==> config.mk <==
export PLATFORM = sky130hd
export DESIGN_NAME = tcrw_walker
export DESIGN_NICKNAME = d
export VERILOG_FILES = /design/src/rtl/tcrw_pkg.sv /design/src/rtl/tcrw_walker.sv
export SDC_FILE = /design/constraint.sdc
export NUM_CORES = 1
export LEC_CHECK = 0
export BUFFER_PORTS_ARGS = -buffer_cell sky130_fd_sc_hd__buf_2
export CORE_UTILIZATION = 30
export DETAILED_ROUTE_END_ITERATION = 8
export MAX_ROUTING_LAYER = met4
export PLACE_DENSITY = 0.49
export SYNTH_ARGS = -nofsm -noshare
export SYNTH_HDL_FRONTEND = slang
export SYNTH_SLANG_ARGS = --single-unit
export TNS_END_PERCENT = 10
==> constraint.sdc <==
create_clock -name aclk -period 3.7 [get_ports aclk]
set_input_delay 0.555 -clock aclk [delete_from_list [all_inputs] [get_ports aclk]]
set_output_delay 0.555 -clock aclk [all_outputs]
set_load 0.01 [all_outputs]
==> src/rtl/tcrw_pkg.sv <==
`default_nettype none
package tcrw_pkg;

    localparam int MAX_CITIES_DEF     = 64;
    localparam int MAX_POPULATION_DEF = 32;
    localparam int DISTANCE_BITS_DEF  = 16;

    localparam int MODE_W       = 2;
    localparam int CITY_IDX_W   = 6;
    localparam int DIST_IN_W    = 16;
    localparam int SLOT_IN_W    = 5;
    localparam int POS_W        = 6;
    localparam int CITY_W       = 6;

    localparam int WSLOT_OUT_W  = 5;
    localparam int COST_OUT_W   = 22;
    localparam int POP_OUT_W    = 27;

    localparam int S_DATA_W     = 48;
    localparam int M_DATA_W     = 80;

    localparam int CFG_INDEX_W  = 8;
    localparam int CFG_DATA_W   = 8;
    localparam int CITY_COUNT_W = 7;
    localparam int POP_COUNT_W  = 6;

    localparam logic [CITY_COUNT_W-1:0] CITY_COUNT_RST = 7'd64;
    localparam logic [POP_COUNT_W-1:0]  POP_COUNT_RST  = 6'd32;

    localparam logic [CFG_INDEX_W-1:0] CFG_CITY_COUNT       = 8'd0;
    localparam logic [CFG_INDEX_W-1:0] CFG_POPULATION_COUNT = 8'd1;

    typedef enum logic [MODE_W-1:0] {
        MODE_LOAD_DIST = 2'd0,
        MODE_LOAD_TOUR = 2'd1,
        MODE_CANDIDATE = 2'd2,
        MODE_QUERY     = 2'd3
    } mode_t;

endpackage
`default_nettype wire

==> src/rtl/tcrw_walker.sv <==
`default_nettype none
module tcrw_walker #(
    parameter int MAX_CITIES     = tcrw_pkg::MAX_CITIES_DEF,
    parameter int MAX_POPULATION = tcrw_pkg::MAX_POPULATION_DEF,
    parameter int DISTANCE_BITS  = tcrw_pkg::DISTANCE_BITS_DEF
) (
    input  wire logic                                  aclk,
    input  wire logic                                  aresetn,
    input  wire logic                                  start,
    input  wire logic [$clog2(MAX_POPULATION+1)-1:0]   slot,
    input  wire logic [$clog2(MAX_CITIES+1)-1:0]       n,
    output logic [$clog2(MAX_POPULATION+1)+$clog2(MAX_CITIES)-1:0] tour_raddr,
    input  wire logic [tcrw_pkg::CITY_W-1:0]           tour_rdata,
    output logic [2*$clog2(MAX_CITIES)-1:0]            dist_raddr,
    input  wire logic [DISTANCE_BITS-1:0]              dist_rdata,
    output logic                                       done,
    output logic [DISTANCE_BITS+$clog2(MAX_CITIES)-1:0] cost
);

    localparam int CIDX_W = $clog2(MAX_CITIES);
    localparam int SLOT_W = $clog2(MAX_POPULATION+1);
    localparam int CNT_W  = $clog2(MAX_CITIES+1);
    localparam int COST_W = DISTANCE_BITS + CIDX_W;

    logic                          active_reg;
    logic [CNT_W-1:0]              step_reg;
    logic [SLOT_W-1:0]             slot_reg;
    logic                          b_valid_reg;
    logic                          b_first_reg;
    logic                          b_close_reg;
    logic [tcrw_pkg::CITY_W-1:0]   first_city_reg;
    logic [tcrw_pkg::CITY_W-1:0]   prev_city_reg;
    logic                          c_valid_reg;
    logic                          c_close_reg;
    logic                          c_leg_reg;
    logic [COST_W-1:0]             acc_reg;
    logic                          done_reg;
    logic [COST_W-1:0]             cost_reg;

    logic [tcrw_pkg::CITY_W-1:0]   cur_city;
    logic                          leg_ok;
    logic [COST_W-1:0]             sum_c;

    assign tour_raddr = {slot_reg, CIDX_W'(step_reg)};
    assign cur_city   = b_close_reg ? first_city_reg : tour_rdata;
    assign dist_raddr = {CIDX_W'(prev_city_reg), CIDX_W'(cur_city)};
    assign leg_ok     = (32'(prev_city_reg) < MAX_CITIES) && (32'(cur_city) < MAX_CITIES);
    assign sum_c      = acc_reg + (c_leg_reg ? COST_W'(dist_rdata) : '0);

    always_ff @(posedge aclk) begin
        if (!aresetn) begin
            active_reg  <= 1'b0;
            b_valid_reg <= 1'b0;
            c_valid_reg <= 1'b0;
            done_reg    <= 1'b0;
        end else begin
            done_reg    <= c_valid_reg && c_close_reg;
            b_valid_reg <= active_reg;
            c_valid_reg <= b_valid_reg;
            if (start) begin
                active_reg <= 1'b1;
            end else if (active_reg && (step_reg == n)) begin
                active_reg <= 1'b0;
            end
        end
    end

    always_ff @(posedge aclk) begin
        if (start) begin
            step_reg <= '0;
            slot_reg <= slot;
        end else if (active_reg) begin
            step_reg <= step_reg + 1'b1;
        end
        b_first_reg <= (step_reg == '0);
        b_close_reg <= (step_reg == n);
        if (b_valid_reg) begin
            if (b_first_reg) begin
                first_city_reg <= tour_rdata;
            end
            if (!b_close_reg) begin
                prev_city_reg <= tour_rdata;
            end
        end
        c_close_reg <= b_close_reg;
        c_leg_reg   <= b_valid_reg && !b_first_reg && leg_ok;
        if (start) begin
            acc_reg <= '0;
        end else if (c_valid_reg) begin
            if (c_close_reg) begin
                acc_reg  <= '0;
                cost_reg <= sum_c;
            end else begin
                acc_reg <= sum_c;
            end
        end
    end

    assign done = done_reg;
    assign cost = cost_reg;

endmodule
`default_nettype wire

==> results of run 1 <==
[worst register-to-register path, cell delays in order (launching register included)]
cell      delay, ps
dfxtp_1         460
and2_1          240
ha_1            200
fa_1            410
a21oi_2         200
o221ai_2        180
nand3_2         120
a32oi_2         130
a221o_1         480
a311o_1         400
a31oi_1         150
[area by class of cell]
class / instances / area [um2] / share of cell area
inverters: 13 / 48.80 / 0.01061
repair buffers: 87 / 442.9 / 0.09630
flip-flops and latches: 77 / 1942 / 0.4222
clock inverters: 7 / 97.59 / 0.02122
well taps: 168 / 210.2 / 0.04570
clock buffers: 9 / 225.2 / 0.04897
multi-input cells: 232 / 1633 / 0.3550
[cells by family (layout without fill, tap and decap cells)]
logic type                 after synthesis  in the layout
xor gates and xnor gates                31             31
and+or+nand+nor                        105            105
AOI/OAI and AO/OA                       69             69
DFF                                     77             77
adders and majority gates               19             19
buffers and inverters                   36            116
muxes                                    8              8
[metrics by stage]
stage	cell area [um2]	util
5_1_grt	4599	0.3798
6_report	4599	0.3798
3_3_place_gp	4277	0.3531
2_1_floorplan	3771	-
3_5_place_dp	4277	0.3531
4_1_cts	4599	0.3798
[metal layers]
| metal | share of wire | vias up |
|---|---|---|
| met3 | 0.042 | 11 |
| li1 | - | 1385 |
| met5 | 0 | - |
| met1 | 0.45 | 1314 |
| met2 | 0.49 | 51 |
| met4 | 0.019 | 0 |
[power groups by stage]
stage	Combinational (mW)	Clock, mW	Sequential [mW]
floorplan	0.0772	0	0.955
global placement	0.118	0	0.962
detailed placement	0.120	0	0.963
CTS	0.120	0.991	0.944
global route	0.131	1.02	0.948
finish	0.118	0.961	0.943
[synth_stat cells (5+ instances only)]
cell	count
nand4_1	9
edfxtp_1	40
clkbuf_1	10
a21oi_1	20
a21o_1	5
nand3_1	7
xor2_1	13
buf_4	8
o21ai_0	6
mux2_2	6
xnor2_1	18
a22oi_1	11
inv_1	13
nand2_1	22
nor2_1	25
dfxtp_1	37
a31oi_1	7
ha_1	18
and2_1	20
[how the worst max path moves through the flow]
stage | slack [ps] | end | from | depth (start not counted)
2_1_floorplan | 870 | acc_reg[18] | dist_rdata[0] | 11
3_3_place_gp | 630 | acc_reg[18] | dist_rdata[0] | 11
3_5_place_dp | 590 | acc_reg[18] | dist_rdata[0] | 11
4_1_cts | 650 | acc_reg[18] | c_leg_reg | 10
5_1_grt | 480 | acc_reg[18] | c_leg_reg | 10
6_report | 660 | acc_reg[18] | c_leg_reg | 10
==> impl_metrics.yaml, run 1 <==
run_status:
  status: "finished, final reports clean"
critical_path:
  startpoint_type: "flop"
  reg2reg_slack_ps: 660
  critPathMaxFanout: 16
  required_ps: 3970
  path_cells: "and2_1 > ha_1 > fa_1 > a21oi_2 > o221ai_2 > nand3_2 > a32oi_2 > a221o_1 > a311o_1 > a31oi_1"
  critical_path.max_stage_delay_ps: 470
  regToRegStartpoint: "c_leg_reg"
  cp_num_buf_inv: 0
  slowest_stage: "a221o_1"
  timing.rr.end: "acc_reg[18]"
  worstRegToRegCells: 10
  arrival_ps: 3310
  end_kind: "flop"
  critical_path_class: "flop to flop"
  cpLargestDelayFamily: "compound AO/OA/AOI/OAI gates"
global_route:
  grt_pass1_wl_um: 13290
  grtUsageMet2: 0.2206
  antenna_found_initial: 0
  top_usage_layer: "met2"
  grt_pass1_vias: 2611
  groute.usage.overall: 0.1395
  overflow: 0
  met1_usage: 0.1653
  met3_usage: 0.03970
  grt_max_degree: 33
drt:
  detail_route.first_pass.iterations: 4
  drt_iter0_drc: 136
  vias: 2761
  drc: 0
  postRouteAntennaNets: 0
  vias_per_cell: 4.656
  wirelength_um: 8370
  wl_per_cell_um: 14.11
clock_network:
  cts_buffer_depth: 2
  path_clk_slew_ps: 60
  htree_levels: 3
  clock_sinks: 77
  ctsHoldBuffers: 0
  cts_tree: "built"
  cts_root_buf: "clkbuf_16"
  clkLatencyLatePin_ps: 340
  cts_buffers: 9
  cts_resized: 0
  post-cts-setup-buffers: 0
synth:
  ys_seq_area_frac: 0.5149
  yosys.area_share.simple: 0.1450
  ys_types: 46
  synth_mux_area_frac: 0.02322
  synth_top_flop_cell: "edfxtp_1"
  syn-num-nets: 402
  syn_area_per_cell_um2: 10.93
  yosysTopAreaCell: "edfxtp_1"
  synth_top_family_by_area: "simple AND/OR/NAND/NOR gates"
  synth_seq_cells: 77
  yosys.area.top_type_share: 0.3185
  async_reset_ff_frac: 0
  synthesis.area_mm2: 0.003771
  synth_edf_count: 40
  synth-compound-area-share: 0.1277
  synthCells: 345
  synth_area_leaders: "edfxtp_1 32%, dfxtp_1 20%, ha_1 6.0%, xnor2_1 4.2%, and2_1 3.3%"
  synthXorXnorAreaFrac: 0.07200
  yosysWarnings: 0
  synthAdderAreaFrac: 0.06503
power_and_ir_drop:
  power_frac_seq: 0.467
  comb_power_share: 0.058
  internal_power_mw: 1.572
  peakVddDrop_v: 0.0001871
  clkPwrFrac: 0.475
  switchingPower_mw: 0.4500
  p_leak_nw: 1.944
  powerDensity_mw_per_mm2: 439.7
  finalPower_mw: 2.022
  p_sw_frac: 0.2225
sta:
  tns_ps: 0
  setup_slack_ps: 656.0
  timing.slew.headroom: 0.5047
  rsz0062_at_grt: "false"
  hold_viol: 0
  hold_slack_ps: 385.3
  layout_min_cycle_time_ps: 3044
  post-route-period-util: 0.8227
  slew_viol_final: 0
  fmax_mhz: 328.5
  skew_ps: 5.166
  worst_pin_slew_ps: 742.1
  setup_viol: 0
finish:
  drive_gt1_frac: 0.2753
  final_cells: 593
  layout_commonest_cell: "buf_2"
  synthToLayoutAreaGrowth_pct: 21.96
  fin_nets: 477
  n_antenna_cell: 0
  nFillCells: 1257
  final_cell_mix: "84 x buf_2, 40 x edfxtp_1, 37 x dfxtp_1"
min_path:
  hp-start: "slot[2]"
  hold_path_depth: 1
  worstHoldPathType: "input port to flop"
  hold_end: "slot_reg[2]"
floorplanning:
  ioPinCount: 85
  die_w_um: 114.1
  die_area_mm2: 0.01302
  core_area_mm2: 0.01211
  rows: 40
  start_util: 0.3114
  die_height_um: 114.1
place:
  pre_cts_slack_ps: 592.0
  placedCellCount: 577
  gp_congestion: 0.7912
  hpwlAfterDp_um: 6029
  portBuffers: 84
run:
  maxCapViolations: 0
Note: power is estimated with default switching activity, not from simulation.
==> run 2: changes to the inputs <==
--- a/config.mk
+++ b/config.mk
@@ -9,7 +9,7 @@
 export CORE_UTILIZATION = 30
 export DETAILED_ROUTE_END_ITERATION = 8
 export MAX_ROUTING_LAYER = met4
-export PLACE_DENSITY = 0.49
+export PLACE_DENSITY = 0.51
 export SYNTH_ARGS = -nofsm -noshare
 export SYNTH_HDL_FRONTEND = slang
 export SYNTH_SLANG_ARGS = --single-unit
==> constraint.sdc (replaced) <==
create_clock -name aclk -period 2.5 [get_ports aclk]
set_input_delay 0.375 -clock aclk [delete_from_list [all_inputs] [get_ports aclk]]
set_output_delay 0.375 -clock aclk [all_outputs]
set_load 0.01 [all_outputs]
==> run 2 against run 1 <==
The run now ends with setup timing left. Global-route usage up 0.62 points. Sequential power rose by 48%. Sequential share of layout area down 3.6 points. Non-clock buffer count increased by 38. Clock skew about the same. Core utilization increased by 3.6 points. Critical path depth did not move. Register-to-register slack got worse by 670 ps. Critical path type unchanged. Critical endpoint unchanged. Largest cell class unchanged.
==> impl_metrics.yaml, run 2 (synthesis results as in run 1) <==
run_status:
  status: "finished, violations left"
  failed_checks: "setup timing"
finish:
  fin_nets: 515
  synthToLayoutAreaGrowth_pct: 33.48
  final_cell_mix: "85 x buf_2, 40 x edfxtp_1, 36 x dfxtp_1"
  fin_area_mm2: 0.005034
  n_antenna_cell: 0
  layout_commonest_cell: "buf_2"
  drive_gt1_frac: 0.3823
floorplanning:
  core_area_mm2: 0.01211
  die_w_um: 114.1
  die_area_mm2: 0.01302
  rows: 40
  start_util: 0.3114
  ioPinCount: 85
  die_height_um: 114.1
sta:
  fmax_mhz: 397.6
  slew_viol_final: 0
  setup_slack_ps: -15.29
  skew_ps: 4.731
  setup_viol: 6
  hold_viol: 0
  timing.slew.headroom: 0.6008
  layout_min_cycle_time_ps: 2515
  tns_ps: -57.57
  post-route-period-util: 1.006
  worst_pin_slew_ps: 597.5
  rsz0062_at_grt: "true"
critical_path:
  path_cells: "and2_4 > ha_4 > fa_2 > a21oi_4 > o221ai_2 > nand3_2 > a32oi_2 > a221o_2 > a311o_1 > a31oi_1"
  slowest_stage: "a221o_2"
  required_ps: 2760
  arrival_ps: 2780
  critPathMaxFanout: 6
  critical_path_class: "flop to flop"
  end_kind: "flop"
  critical_path.max_stage_delay_ps: 430
  startpoint_type: "flop"
drt:
  wl_per_cell_um: 14.00
  vias_per_cell: 4.658
  detail_route.first_pass.iterations: 4
  vias: 2939
  drc: 0
  drt_iter0_drc: 130
  wirelength_um: 8836
  postRouteAntennaNets: 0
clock_network:
  ctsHoldBuffers: 0
  cts_buffers: 9
  cts_tree: "built"
  clkLatencyLatePin_ps: 340
  path_clk_slew_ps: 60
  clock_sinks: 77
  htree_levels: 3
  cts_buffer_depth: 2
  cts_root_buf: "clkbuf_16"
run:
  maxCapViolations: 0
global_route:
  grt_pass1_vias: 2844
  antenna_found_initial: 0
  grt_max_degree: 22
  overflow: 0
  grt_pass1_wl_um: 13950
  groute.usage.overall: 0.1457
place:
  portBuffers: 84
  gp_congestion: 0.8160
  hpwlAfterDp_um: 6189
  place_area_mm2: 0.004507
power_and_ir_drop:
  p_leak_nw: 2.141
  peakVddDrop_v: 0.0002798
  powerDensity_mw_per_mm2: 579.0
min_path:
  worstHoldPathType: "input port to flop"
==> run 2: cell count changes in the layout (fill, tap and decap cells not counted), moves of 2 or more <==
| cell | change |
|---|---|
| ha_1 | -5 |
| buf_4 | +32 |
| buf_12 | +2 |
| a21oi_2 | +6 |
| buf_6 | +3 |
| ha_4 | +4 |
| a21oi_1 | -7 |
==> run 2: power breakdown <==
group / switching (mW) / leakage (nW) / internal [mW]
Combinational: 0.0968 / 1.31 / 0.0982
Sequential: 0.0320 / 0.691 / 1.36
Clock: 0.522 / 0.142 / 0.802
Total: 0.651 / 2.14 / 2.26
==> run 2: final timing paths <==
check	startpoint	to	slack, ps	cells past startpoint
max	c_leg_reg	acc_reg[18]	-20	10
max reg2reg	c_leg_reg	acc_reg[18]	-20	10
min reg2reg	b_first_reg	c_leg_reg	410	1
min	slot[2]	slot_reg[2]	210	1
==> run 2: repair_timing <==
action | in CTS | in global routing
pin swaps | 12 | 7
setup endpoints to repair | 17 | 16
resized for setup | 16 | 14
setup buffers | 5 | 3
==> run 2: area by class of cell <==
type / count / area [um2]
inverter: 13 / 48.80
fill: 1216 / 7078
multi-input combinational: 232 / 1765
clock buffer: 11 / 242.7
sequential: 77 / 1946
clock inverter: 5 / 58.81
tap: 168 / 210.2
timing repair buffer: 125 / 762.0
==> run 2: stage by stage <==
stage / utilization / setup WS (ps) / hold slack (ps) / power [mW] / std cells
floorplan: - / -19.29 / 329.0 / 1.528 / 345
global placement: 0.3721 / -196.9 / 421.0 / 1.607 / 607
detailed placement: 0.3721 / -288.3 / 415.8 / 1.612 / 607
CTS: 0.4055 / -52.86 / 197.6 / 2.949 / 628
global route: 0.4156 / -106.5 / 195.9 / 3.029 / 631
finish: 0.4156 / -15.29 / 209.0 / 2.915 / 631
==> run 2: metal layers <==
metal	GRT usage	up-vias	wire length (um)
met5	-	-	0
met1	0.1918	1407	4217
met3	0.03229	13	329
met2	0.2129	59	4121
met4	0.06753	0	167
li1	-	1460	-
==> run 2: critical path: cells and delay by family (launching register included) <==
family,cells,cell delay (ps)
fa+ha+maj,2,520
flops,1,380
compound gates,6,1300
simple gates,2,250
